==> src/hdl/pra_pkg.sv <==
`timescale 1ns / 1ps
// ----------------------------------------------------------------------------
// pra_pkg
// Shared types and constants for the page run allocator.
// ----------------------------------------------------------------------------
package pra_pkg;

  localparam int REGION_PAGES = 1024;
  localparam int IDX_W        = $clog2(REGION_PAGES);
  localparam int CNT_W        = $clog2(REGION_PAGES + 1);
  localparam int PAGE_SHIFT   = 12;
  localparam int FLOOR_W      = 20;

  localparam logic [31:0]        ALL_ONES    = 32'hFFFF_FFFF;
  localparam logic [31:0]        PAGE_MASK   = 32'hFFFF_F000;
  localparam logic [31:0]        OFFSET_MASK = 32'h0000_0FFF;
  localparam logic [FLOOR_W:0]   ADDR_PAGES  = 21'h10_0000;
  localparam logic [FLOOR_W-1:0] FLOOR_RESET = 20'd262144;

  localparam logic OP_MAP   = 1'b0;
  localparam logic OP_UNMAP = 1'b1;

  localparam logic [1:0] STATUS_OK    = 2'd0;
  localparam logic [1:0] STATUS_INVAL = 2'd1;
  localparam logic [1:0] STATUS_NOFIT = 2'd2;

  typedef logic [IDX_W-1:0] idx_t;
  typedef logic [CNT_W-1:0] cnt_t;

  // bitmap port: one write and one read address per cycle
  typedef struct packed {
    logic we;
    idx_t waddr;
    logic wbit;
    idx_t raddr;
  } mem_req_t;

endpackage

==> src/hdl/pra_bitmap_ram.sv <==
`timescale 1ns / 1ps
// ----------------------------------------------------------------------------
// pra_bitmap_ram
// Page occupancy bitmap: one bit per page, one write and one registered read.
// ----------------------------------------------------------------------------
module pra_bitmap_ram import pra_pkg::*; (
  input  logic     clk_i,
  input  mem_req_t req_i,
  output logic     rdata_o
);

  logic mem_q [REGION_PAGES];
  logic rdata_q;

  always_ff @(posedge clk_i) begin
    if (req_i.we) begin
      mem_q[req_i.waddr] <= req_i.wbit;
    end
    rdata_q <= mem_q[req_i.raddr];
  end

  assign rdata_o = rdata_q;

endmodule

==> src/hdl/page_run_allocator.sv <==
`timescale 1ns / 1ps
// ----------------------------------------------------------------------------
// page_run_allocator
// First-fit contiguous page allocator, scanning the region from the top down.
// ----------------------------------------------------------------------------
//  channel  direction  handshake                   payload
//  in       request    in_valid_i / in_stall_o     opcode_i, first_arg_i, second_arg_i
//  out      result     out_valid_o / out_stall_i   status_o, result_value_o
//  cfg      write      cfg_we_i                    cfg_wdata_i (region_floor_page)
//
//  Map: a check step, then a scan of the live entries, one bitmap entry per
//  cycle, then the pages are marked and the base address is formed.
//  Unmap: check steps U0 to U3, then the pages are cleared.
//  All arithmetic checks share one 33-bit adder; the bitmap port sets the
//  walk at one entry a cycle. One request is worked on at a time.
//  After reset a clearing pass writes all 1024 entries with in_stall_o
//  high. A finished result waits in the output register while
//  the next request is taken.
// ----------------------------------------------------------------------------
module page_run_allocator import pra_pkg::*; (
  input  logic               clk_i,
  input  logic               rst_ni,
  input  logic               cfg_we_i,
  input  logic [FLOOR_W-1:0] cfg_wdata_i,
  input  logic               in_valid_i,
  output logic               in_stall_o,
  input  logic               opcode_i,
  input  logic [31:0]        first_arg_i,
  input  logic [31:0]        second_arg_i,
  output logic               out_valid_o,
  input  logic               out_stall_i,
  output logic [1:0]         status_o,
  output logic [31:0]        result_value_o
);

  localparam logic [3:0] ST_INIT  = 4'd0;
  localparam logic [3:0] ST_IDLE  = 4'd1;
  localparam logic [3:0] ST_M0    = 4'd2;
  localparam logic [3:0] ST_SCAN  = 4'd3;
  localparam logic [3:0] ST_MARK  = 4'd4;
  localparam logic [3:0] ST_BASE  = 4'd5;
  localparam logic [3:0] ST_U0    = 4'd6;
  localparam logic [3:0] ST_U1    = 4'd7;
  localparam logic [3:0] ST_U2    = 4'd8;
  localparam logic [3:0] ST_U3    = 4'd9;
  localparam logic [3:0] ST_CLEAR = 4'd10;
  localparam logic [3:0] ST_RESP  = 4'd11;

  logic [3:0]         state_q;
  logic [FLOOR_W-1:0] floor_q;

  logic               op_q;
  logic [31:0]        arg1_q;
  logic [31:0]        arg2_q;
  cnt_t               live_q;
  cnt_t               pages_q;
  logic [31:0]        tmp_q;
  idx_t               base_q;
  logic [1:0]         res_status_q;
  logic [31:0]        res_value_q;

  cnt_t               work_idx_q;
  cnt_t               stop_q;
  idx_t               scan_addr_q;
  logic               issue_q;
  logic               chk_vld_q;
  idx_t               chk_idx_q;
  cnt_t               run_q;

  logic               out_valid_q;
  logic [1:0]         out_status_q;
  logic [31:0]        out_value_q;

  logic               in_acc;
  logic               out_load;
  logic [FLOOR_W:0]   room;
  cnt_t               live_now;
  logic [31:0]        floor_b;
  logic [31:0]        alu_a;
  logic [31:0]        alu_b;
  logic               alu_cin;
  logic [32:0]        alu_sum;
  logic               rd_bit;
  cnt_t               run_next;
  mem_req_t           mem_req;

  // pages that exist below the 4 GB top, capped at the region size
  assign room     = ADDR_PAGES - {1'b0, floor_q};
  assign live_now = (room < (FLOOR_W+1)'(REGION_PAGES)) ? CNT_W'(room)
                                                         : CNT_W'(REGION_PAGES);
  assign floor_b  = {floor_q, 12'h000};

  assign in_stall_o = (state_q != ST_IDLE);
  assign in_acc     = in_valid_i && !in_stall_o;
  assign out_load   = (state_q == ST_RESP) && (!out_valid_q || !out_stall_i);

  // shared adder
  always_comb begin
    alu_a   = arg1_q;
    alu_b   = OFFSET_MASK;
    alu_cin = 1'b0;
    case (state_q)
      ST_M0:   begin alu_a = arg1_q; alu_b = OFFSET_MASK; end
      ST_U0:   begin alu_a = arg2_q; alu_b = OFFSET_MASK; end
      ST_U1:   begin alu_a = arg1_q; alu_b = tmp_q; end
      ST_U2:   begin alu_a = arg1_q; alu_b = ~floor_b; alu_cin = 1'b1; end
      ST_U3:   begin alu_a = tmp_q;  alu_b = ~floor_b; alu_cin = 1'b1; end
      ST_BASE: begin
        alu_a = {{(32-FLOOR_W){1'b0}}, floor_q};
        alu_b = {{(32-IDX_W){1'b0}}, base_q};
      end
      default: begin alu_a = arg1_q; alu_b = OFFSET_MASK; end
    endcase
  end
  assign alu_sum = {1'b0, alu_a} + {1'b0, alu_b} + {32'd0, alu_cin};

  assign run_next = rd_bit ? '0 : run_q + CNT_W'(1);

  always_comb begin
    mem_req.we    = (state_q == ST_INIT) || (state_q == ST_MARK) || (state_q == ST_CLEAR);
    mem_req.waddr = work_idx_q[IDX_W-1:0];
    mem_req.wbit  = (state_q == ST_MARK);
    mem_req.raddr = scan_addr_q;
  end

  pra_bitmap_ram u_bitmap (
    .clk_i   (clk_i),
    .req_i   (mem_req),
    .rdata_o (rd_bit)
  );

  // control
  always_ff @(posedge clk_i or negedge rst_ni) begin
    if (!rst_ni) begin
      state_q     <= ST_INIT;
      floor_q     <= FLOOR_RESET;
      work_idx_q  <= '0;
      stop_q      <= '0;
      scan_addr_q <= '0;
      issue_q     <= 1'b0;
      chk_vld_q   <= 1'b0;
      chk_idx_q   <= '0;
      run_q       <= '0;
      out_valid_q <= 1'b0;
    end else begin
      if (cfg_we_i) begin
        floor_q <= cfg_wdata_i;
      end

      if (out_load) begin
        out_valid_q <= 1'b1;
      end else if (!out_stall_i) begin
        out_valid_q <= 1'b0;
      end

      // scan read pipeline: entry read this cycle is checked next cycle
      chk_vld_q <= (state_q == ST_SCAN) && issue_q;
      chk_idx_q <= scan_addr_q;
      if (state_q == ST_SCAN) begin
        scan_addr_q <= scan_addr_q - IDX_W'(1);
        issue_q     <= (scan_addr_q != '0);
      end

      case (state_q)
        ST_INIT: begin
          work_idx_q <= work_idx_q + CNT_W'(1);
          if (work_idx_q == CNT_W'(REGION_PAGES - 1)) begin
            state_q <= ST_IDLE;
          end
        end
        ST_IDLE: begin
          if (in_acc) begin
            state_q <= (opcode_i == OP_MAP) ? ST_M0 : ST_U0;
          end
        end
        ST_M0: begin
          if ((arg1_q == '0) || (arg2_q != '0) ||
              (alu_sum[32:PAGE_SHIFT] > {{(33-PAGE_SHIFT-CNT_W){1'b0}}, live_q})) begin
            state_q <= ST_RESP;
          end else begin
            state_q     <= ST_SCAN;
            scan_addr_q <= IDX_W'(live_q - CNT_W'(1));
            issue_q     <= 1'b1;
            run_q       <= '0;
          end
        end
        ST_SCAN: begin
          if (chk_vld_q) begin
            run_q <= run_next;
            if (!rd_bit && (run_next == pages_q)) begin
              state_q    <= ST_MARK;
              work_idx_q <= {{(CNT_W-IDX_W){1'b0}}, chk_idx_q};
              stop_q     <= {{(CNT_W-IDX_W){1'b0}}, chk_idx_q} + pages_q;
            end else if (chk_idx_q == '0) begin
              state_q <= ST_RESP;
            end
          end
        end
        ST_MARK: begin
          work_idx_q <= work_idx_q + CNT_W'(1);
          if (work_idx_q + CNT_W'(1) == stop_q) begin
            state_q <= ST_BASE;
          end
        end
        ST_BASE: begin
          state_q <= ST_RESP;
        end
        ST_U0: begin
          if ((arg2_q == '0) || ((arg1_q & OFFSET_MASK) != '0)) begin
            state_q <= ST_RESP;
          end else begin
            state_q <= ST_U1;
          end
        end
        ST_U1: begin
          // wrapped end or rounded span of zero
          if (alu_sum[32] || (tmp_q == '0)) begin
            state_q <= ST_RESP;
          end else begin
            state_q <= ST_U2;
          end
        end
        ST_U2: begin
          work_idx_q <= alu_sum[PAGE_SHIFT +: CNT_W];
          state_q    <= alu_sum[32] ? ST_U3 : ST_RESP;
        end
        ST_U3: begin
          stop_q <= alu_sum[PAGE_SHIFT +: CNT_W];
          if (alu_sum[31:PAGE_SHIFT] > {{(32-PAGE_SHIFT-CNT_W){1'b0}}, live_q}) begin
            state_q <= ST_RESP;
          end else begin
            state_q <= ST_CLEAR;
          end
        end
        ST_CLEAR: begin
          work_idx_q <= work_idx_q + CNT_W'(1);
          if (work_idx_q + CNT_W'(1) == stop_q) begin
            state_q <= ST_RESP;
          end
        end
        ST_RESP: begin
          if (out_load) begin
            state_q <= ST_IDLE;
          end
        end
        default: begin
          state_q <= ST_IDLE;
        end
      endcase
    end
  end

  // payload
  always_ff @(posedge clk_i) begin
    if (in_acc) begin
      op_q   <= opcode_i;
      arg1_q <= first_arg_i;
      arg2_q <= second_arg_i;
      live_q <= live_now;
    end
    if (out_load) begin
      out_status_q <= res_status_q;
      out_value_q  <= res_value_q;
    end
    case (state_q)
      ST_M0: begin
        pages_q      <= alu_sum[PAGE_SHIFT +: CNT_W];
        res_status_q <= STATUS_INVAL;
        res_value_q  <= ALL_ONES;
      end
      ST_SCAN: begin
        if (chk_vld_q && !rd_bit && (run_next == pages_q)) begin
          base_q <= chk_idx_q;
        end
        res_status_q <= STATUS_NOFIT;
        res_value_q  <= ALL_ONES;
      end
      ST_BASE: begin
        res_status_q <= STATUS_OK;
        res_value_q  <= {alu_sum[FLOOR_W-1:0], 12'h000};
      end
      ST_U0: begin
        tmp_q        <= alu_sum[31:0] & PAGE_MASK;
        res_status_q <= STATUS_INVAL;
        res_value_q  <= '0;
      end
      ST_U1: begin
        tmp_q <= alu_sum[31:0];
      end
      ST_CLEAR: begin
        res_status_q <= STATUS_OK;
        res_value_q  <= '0;
      end
      default: begin
      end
    endcase
  end

  assign out_valid_o    = out_valid_q;
  assign status_o       = out_status_q;
  assign result_value_o = out_value_q;

  // ------------------------------------------------------------------------
  // assertions
  // ------------------------------------------------------------------------
  a_acc_leaves_idle: assert property (@(posedge clk_i) disable iff (!rst_ni)
    in_acc |=> (state_q != ST_IDLE))
    else $error("accepted request did not start work");

  a_run_below_pages: assert property (@(posedge clk_i) disable iff (!rst_ni)
    (state_q == ST_SCAN) |-> (run_q < pages_q))
    else $error("scan run length reached request size without leaving scan");

  a_mark_in_region: assert property (@(posedge clk_i) disable iff (!rst_ni)
    (state_q == ST_MARK) |-> (work_idx_q < live_q))
    else $error("mark outside live region");

  a_result_from_resp: assert property (@(posedge clk_i) disable iff (!rst_ni)
    $rose(out_valid_q) |-> ($past(state_q) == ST_RESP))
    else $error("result loaded outside response state");

  a_op_path: assert property (@(posedge clk_i) disable iff (!rst_ni)
    (state_q == ST_SCAN || state_q == ST_MARK || state_q == ST_BASE) |-> (op_q == OP_MAP))
    else $error("map walk running for an unmap request");

endmodule
==> config.mk <==
export PLATFORM = sky130hd
export DESIGN_NAME = page_run_allocator
export DESIGN_NICKNAME = d
export VERILOG_FILES = /design/src/hdl/pra_pkg.sv /design/src/hdl/pra_bitmap_ram.sv /design/src/hdl/page_run_allocator.sv
export SDC_FILE = /design/constraint.sdc
export NUM_CORES = 2
export LEC_CHECK = 0
export BUFFER_PORTS_ARGS = -buffer_cell sky130_fd_sc_hd__buf_2
export CELL_PAD_IN_SITES_DETAIL_PLACEMENT = 1
export CELL_PAD_IN_SITES_GLOBAL_PLACEMENT = 2
export CORE_UTILIZATION = 45
export CTS_CLUSTER_SIZE = 12
export DETAILED_ROUTE_END_ITERATION = 16
export PLACE_DENSITY_LB_ADDON = 0.1
export SYNTH_ARGS = -nofsm -noshare
export SYNTH_HDL_FRONTEND = slang
export SYNTH_SLANG_ARGS = --single-unit
==> constraint.sdc <==
create_clock -name clk_i -period 52.4 [get_ports clk_i]
set_clock_uncertainty 0.15 [all_clocks]
set_input_delay 7.86 -clock clk_i [delete_from_list [all_inputs] [get_ports clk_i]]
set_output_delay 7.86 -clock clk_i [all_outputs]
set_load 0.05 [all_outputs]
* After elaboration in Yosys (flattened, before gate mapping)
Memory sizes are Yosys's and may differ from the RTL's. A register that Yosys moved wholly into a read port is not among the register bits.
Cells that the tools add are included.
** Storage, ports and cells
- Bits in writable memories :: 1024
- Output and inout bits :: 36
- Bits of input ports :: 90
- Register bits after elaboration :: 276
- Memories kept :: 1
** Operators by class
- Bitwise gates (word level) :: 1
- Reductions and logical operators :: 42
- Mux-type cells :: 41
- $add $sub $neg :: 8
- Eq/ne operators :: 25
- $lt $le $gt $ge :: 3
** Memories
- u_bitmap.mem_q :: depth 1024, bits a word 1, rd ports 1, clocked after memory_dff 1, write ports 1, RTL line pra_bitmap_ram.sv:12 : logic mem_q [REGION_PAGES];
** Operators with widths (number)
- case mux 32 bit (3 select lines) :: 3
- logical NOT 32 bit :: 3
- 2-to-1 mux 11 bit :: 7
- case mux 32 bit (2 select lines) :: 1
- nonzero test 32 bit :: 2
- case mux 4 bit (12 select lines) :: 1
- case mux 11 bit (2 select lines) :: 2
- 2-to-1 mux 4 bit :: 10
- adder 32 x 32 -> 33 bit :: 1
- adder 33 x 1 -> 33 bit :: 1
- case mux 11 bit (3 select lines) :: 1
- inverter 32 bit :: 1
- 2-to-1 mux 10 bit :: 3
- adder 11 x 1 -> 11 bit (second input constant) :: 2
- equality test 11 bit :: 2
- greater-than comparator 21 x 11 -> 1 bit :: 1
- less-than comparator 21 x 11 -> 1 bit (second input constant) :: 1
- subtractor 21 x 20 -> 21 bit (first input constant) :: 1
- greater-than comparator 20 x 11 -> 1 bit :: 1
- subtractor 10 x 1 -> 10 bit (second input constant) :: 2
- equality test 4 x 3 -> 1 bit (second input constant) :: 4
- equality test 4 bit (second input constant) :: 4
- adder 10 x 11 -> 11 bit :: 1
- equality test 11 x 10 -> 1 bit (second input constant) :: 1
- 23 further kinds :: 64

* Logic depth before layout (Yosys ltp)
- Depth after elaboration :: 9
- Gate-level depth with buffers :: 30
- Depth with buffers taken out :: 27

* By module
Synthesis repeated with hierarchy kept, for this count alone.
** Second synthesis, totals
- Cell total of the unflattened synthesis :: 4531
- Area, all modules :: 59216.8 um^2
** By module, submodules not included
- pra_bitmap_ram :: area an instance 44656.6 um^2, cells an instance 3112, times used 1
- page_run_allocator :: area an instance 14560.2 um^2, cells an instance 1419, times used 1

* Worst setup path before layout
Ideal clock, no wire load.
- Path type :: reg2reg
- Start point :: reg state_q[1]
- End point :: mem u_bitmap.mem_q[0] (data pin)
- Arrival time :: 39.399 ns
- Required time :: 44.476 ns
- Slack :: 5.077 ns
- Clock period less this slack :: 47.323 ns
- Cell stages (with the launch flop) :: 4
- Cell sequence :: dfrtp_1 > clkbuf_1 > clkbuf_1 > nor3_1
** RTL lines
- start: declaration :: RTL line page_run_allocator.sv:49 : logic [3:0] state_q;
- start signal: assignment :: RTL line page_run_allocator.sv:173 : state_q <= (opcode_i == OP_MAP) ? ST_M0 : ST_U0;
- start signal: assignment :: RTL line page_run_allocator.sv:225 : state_q <= alu_sum[32] ? ST_U3 : ST_RESP;
- end: declaration :: RTL line pra_bitmap_ram.sv:12

* Final worst setup path
- Start point :: reg state_q[0]
- End point :: out in_stall_o
** Between the ends
- Cells in the longest elaborated chain, start to end :: 1
** Ends and longest elaborated chain
- inequality test 4 x 1 -> 1 bit :: RTL line page_run_allocator.sv:93 : assign in_stall_o = (state_q != ST_IDLE);
- end: declaration :: RTL line page_run_allocator.sv:26 : output logic in_stall_o,
No other way between the ends.

==> impl_metrics.sql <==
INSERT INTO impl_metrics (metric_group, metric, value, unit) VALUES
('yosys', 'synth_xor_area_share', '1.31', '%'),
('sta', 'setup_tns', '0', 'ps'),
('clocking', 'clk_pin_slew', '60', 'ps'),
('yosys', 'asyncSetResetFlopFracSynth', '6.25', '%'),
('placed_design', 'dp_worst_setup_slack', '42750', 'ps'),
('placed_design', 'routabilityCongestion', '0.871', ''),
('outcome', 'outcome', 'finished, final reports clean', ''),
('critical_path', 'critical_path.startpoint_type', 'flop', ''),
('route', 'drcViolationCount', '0', ''),
('yosys', 'ys_ff_latch', '1279', ''),
('flow_run', 'drv.max_cap_violation_count', '0', ''),
('yosys', 'post_synth_mux_area_share', '11.2', '%'),
('clocking', 'cts_resized', '0', ''),
('yosys', 'ys.warnings.count', '0', ''),
('yosys', 'synth_compound_gate_area_share', '6.25', '%'),
('yosys', 'count_of_mapped_cells_out_of_synthesis', '4515', ''),
('sta', 'final_hold_viol_count', '0', ''),
('pwr', 'total_power', '3.50', 'mW'),
('floorplan', 'io_pins', '126', ''),
('clocking', 'clkSinkCount', '1279', ''),
('pwr', 'pwr_density_cell', '53.6', 'nW/µm²'),
('yosys', 'synth_top_family_by_area', 'simple AND/OR/NAND/NOR gates', ''),
('placed_design', 'hpwl', '109', 'mm'),
('yosys', 'post_synth_instance_area', '58800', 'µm²'),
('yosys', 'yosys.area_share.simple', '12.1', '%'),
('grt', 'grt_max_degree', '121', ''),
('sta', 'maxClockFrequency', '96.5', 'MHz'),
('yosys', 'synthDistinctLibCells', '83', ''),
('layout', 'area.sequential', '38000', 'µm²'),
('clocking', 'worst_skew_pair.late_latency', '790', 'ps'),
('grt', 'grt_first_pass_wirelength', '270', 'mm'),
('grt', 'initial_antenna_violation_count', '6', ''),
('sta', 'worst_pin_slew', '1250', 'ps'),
('floorplan', 'die-width', '363', 'µm'),
('route', 'total_vias_in_the_final_route', '38400', ''),
('yosys', 'avgSynthCellArea', '13.0', 'µm²'),
('clocking', 'postCtsSetupBuffers', '0', ''),
('critical_path', 'arrival', '2350', 'ps'),
('hold_path', 'timing.hold.worst.class', 'reg -> reg', ''),
('yosys', 'synth_edf_count', '1198', ''),
('route', 'routed_via_density', '6.04', ''),
('layout', 'drive_above_1_share', '15.5', '%'),
('sta', 'slew_violations', '0', ''),
('grt', 'global_route.overflow_total', '0', ''),
('layout', 'multiInputGateArea', '19100', 'µm²'),
('pwr', 'power_leakage', '20.6', 'nW'),
('critical_path', 'cp_max_fo', '21', ''),
('critical_path', 'crit_end_element', 'primary output', ''),
('yosys', 'synth_ff_type', 'edfxtp_1', ''),
('yosys', 'yosys.area_share.adder', '1.38', '%'),
('route', 'drt_wl_total', '185', 'mm'),
('floorplan', 'floorplan.die_area', '132000', 'µm²'),
('clocking', 'max-clock-path-buffers', '3', ''),
('critical_path', 'worst-endpoint-required', '44390', 'ps'),
('yosys', 'ys_seq_area_share', '64.6', '%'),
('route', 'firstDrtPassIters', '10', ''),
('layout', 'layout.filler_cells', '13000', ''),
('clocking', 'cts-buffers-inserted', '142', ''),
('route', 'route.antenna.remaining_nets', '0', ''),
('sta', 'period_share', '19.8', '%'),
('pwr', 'vdd_drop_max', '37.4', 'µV'),
('sta', 'final_period_minus_worst_setup_slack', '10360', 'ps'),
('yosys', 'synthesis.nets', '4668', ''),
('layout', 'area_delta_synth_final', '11.0', '%'),
('floorplan', 'num_rows', '132', ''),
('floorplan', 'die_height', '363', 'µm'),
('grt', 'gr-usage-all-layers', '28.2', '%'),
('grt', 'via_count_of_the_first_global_routing_pass', '39100', ''),
('route', 'route.detailed.wl_per_inst', '29.2', 'µm'),
('clocking', 'cts_stage_hold_buffer_count', '0', ''),
('layout', 'layout_net_count', '4648', ''),
('critical_path', 'category_of_the_most_critical_setup_path', 'reg -> out', ''),
('sta', 'rsz0062_at_grt', 'no', ''),
('floorplan', 'core_area', '130000', 'µm²'),
('sta', 'worst_slack', '42040', 'ps'),
('placed_design', 'place.port_buffers', '125', ''),
('sta', 'timing.final.setup_violations', '0', ''),
('sta', 'relSlewSlack', '16.7', '%'),
('floorplan', 'starting_density_of_the_core', '45.4', '%'),
('clocking', 'clock_tree.root_cell', 'clkbuf_16', ''),
('clocking', 'htree_num_levels', '4', ''),
('clocking', 'cts_tree', 'yes', ''),
('route', 'detailedRoute.firstIterationViolations', '4000', '');
==> synthesized netlist by cell type (13+ instances only) <==
cell type	instances	area, µm²
nor3_1	64	320
nor2b_1	18	113
a22oi_1	28	210
nor2_1	1181	4430
nand3_1	60	300
a21o_1	34	255
o21ai_0	91	455
or2_2	16	100
a211oi_1	15	113
nand2b_1	21	131
a21oi_1	148	741
mux4_2	222	5000
a31oi_1	32	200
or3_1	13	81.3
dfrtp_1	79	1980
ha_1	60	751
xnor2_1	54	473
buf_4	24	180
buf_2	42	210
buf_1	22	82.6
o221ai_1	43	377
a222oi_1	16	160
mux2i_1	131	1310
nor4_1	37	231
mux2_2	22	248
clkbuf_1	298	1120
o22ai_1	36	225
xor2_1	29	254
a221oi_1	15	131
inv_1	59	221
nand2_1	222	833
nand4_1	29	181
edfxtp_1	1198	36000
==> flip-flops by register name, indices dropped and copies added (netlist names), 20 cells and up <==
register        count
result_value_o     21
arg2_q             32
res_value_q        21
arg1_q             32
tmp_q              32
floor_q            20
u_bitmap.mem_q   1024
==> logic make-up after synthesis <==
logic type / Yosys count
buffers and inverters: 451
flip-flops: 1279
adder cells (fa/ha/maj): 63
AO/OA/AOI/OAI: 551
AND/OR/NAND/NOR: 1711
XOR/XNOR: 85
multiplexers: 375
==> layout by cell type, fill, tap and decap left out, types with 20 or more instances in the layout <==
cell / n
inv_1: 58
edfxtp_1: 1198
dfrtp_1: 73
o21ai_0: 90
xor2_1: 29
nor3_1: 63
a31oi_1: 32
buf_2: 124
a21oi_1: 147
nand2b_1: 20
o22ai_1: 36
clkbuf_16: 148
xnor2_1: 54
nand3_1: 44
o221ai_1: 43
buf_4: 101
nor4_1: 37
nor2_1: 1178
a21o_1: 34
nand4_1: 29
a22oi_1: 28
ha_1: 60
clkbuf_1: 56
mux4_2: 222
clkinv_1: 27
mux2i_1: 131
mux2_2: 22
nand2_1: 221
==> layout make-up <==
type | count | area share (%)
antenna | 3 | 0.0115
clock buffer | 206 | 6.04
clock inverter | 53 | 0.642
inverter | 61 | 0.353
multi-input combinational | 2785 | 29.2
sequential | 1279 | 58.2
tap | 1742 | 3.34
timing repair buffer | 226 | 2.14
==> path summary, 6_finish.rpt <==
| path | start | end | slack [ps] | cells past startpoint |
|---|---|---|---|---|
| max reg2reg | state_q[0]$_DFFE_PN0P_ | run_q[1]$_DFFE_PN0P_ | 43890 | 24 |
| min reg2reg | scan_addr_q[4]$_DFF_PN0_ | chk_idx_q[4]$_DFF_PN0_ | 260 | 0 |
| max in group asynchronous | rst_ni | scan_addr_q[1]$_DFF_PN0_ | 44030 | 2 |
| min | scan_addr_q[4]$_DFF_PN0_ | chk_idx_q[4]$_DFF_PN0_ | 260 | 0 |
| max | state_q[0]$_DFFE_PN0P_ | in_stall_o | 42040 | 3 |
| min in group asynchronous | rst_ni | floor_q[17]$_DFFE_PN0P_ | 6820 | 1 |
==> metrics by stage <==
stage,std cells,hold WS [ps],cell area [µm²],utilization [%]
final,6355,256,65300,50.4
after global routing,6354,268,65300,50.3
after CTS,6352,257,65300,50.3
after detailed placement,6093,247,60900,47.0
after global placement,6093,237,60900,47.0
after floorplan,4515,199,58800,-
==> worst max-delay path, stage by stage (launching register included) <==
cell and delay (ps):
dfrtp_1 800, nor2b_1 450, nand2_1 90, buf_2 230
==> per-layer routing <==
layer	wire length, µm	track usage [%]
met2	87700	45.1
met1	82300	40.2
met4	4510	8.01
met5	0	0
met3	10900	4.21
==> power breakdown <==
part	total, mW	internal [mW]	switching, mW
combinational	1.26	0.435	0.830
clock	0.953	0.539	0.414
sequential	1.28	1.20	0.0820
(Power assumes the default switching activity.)
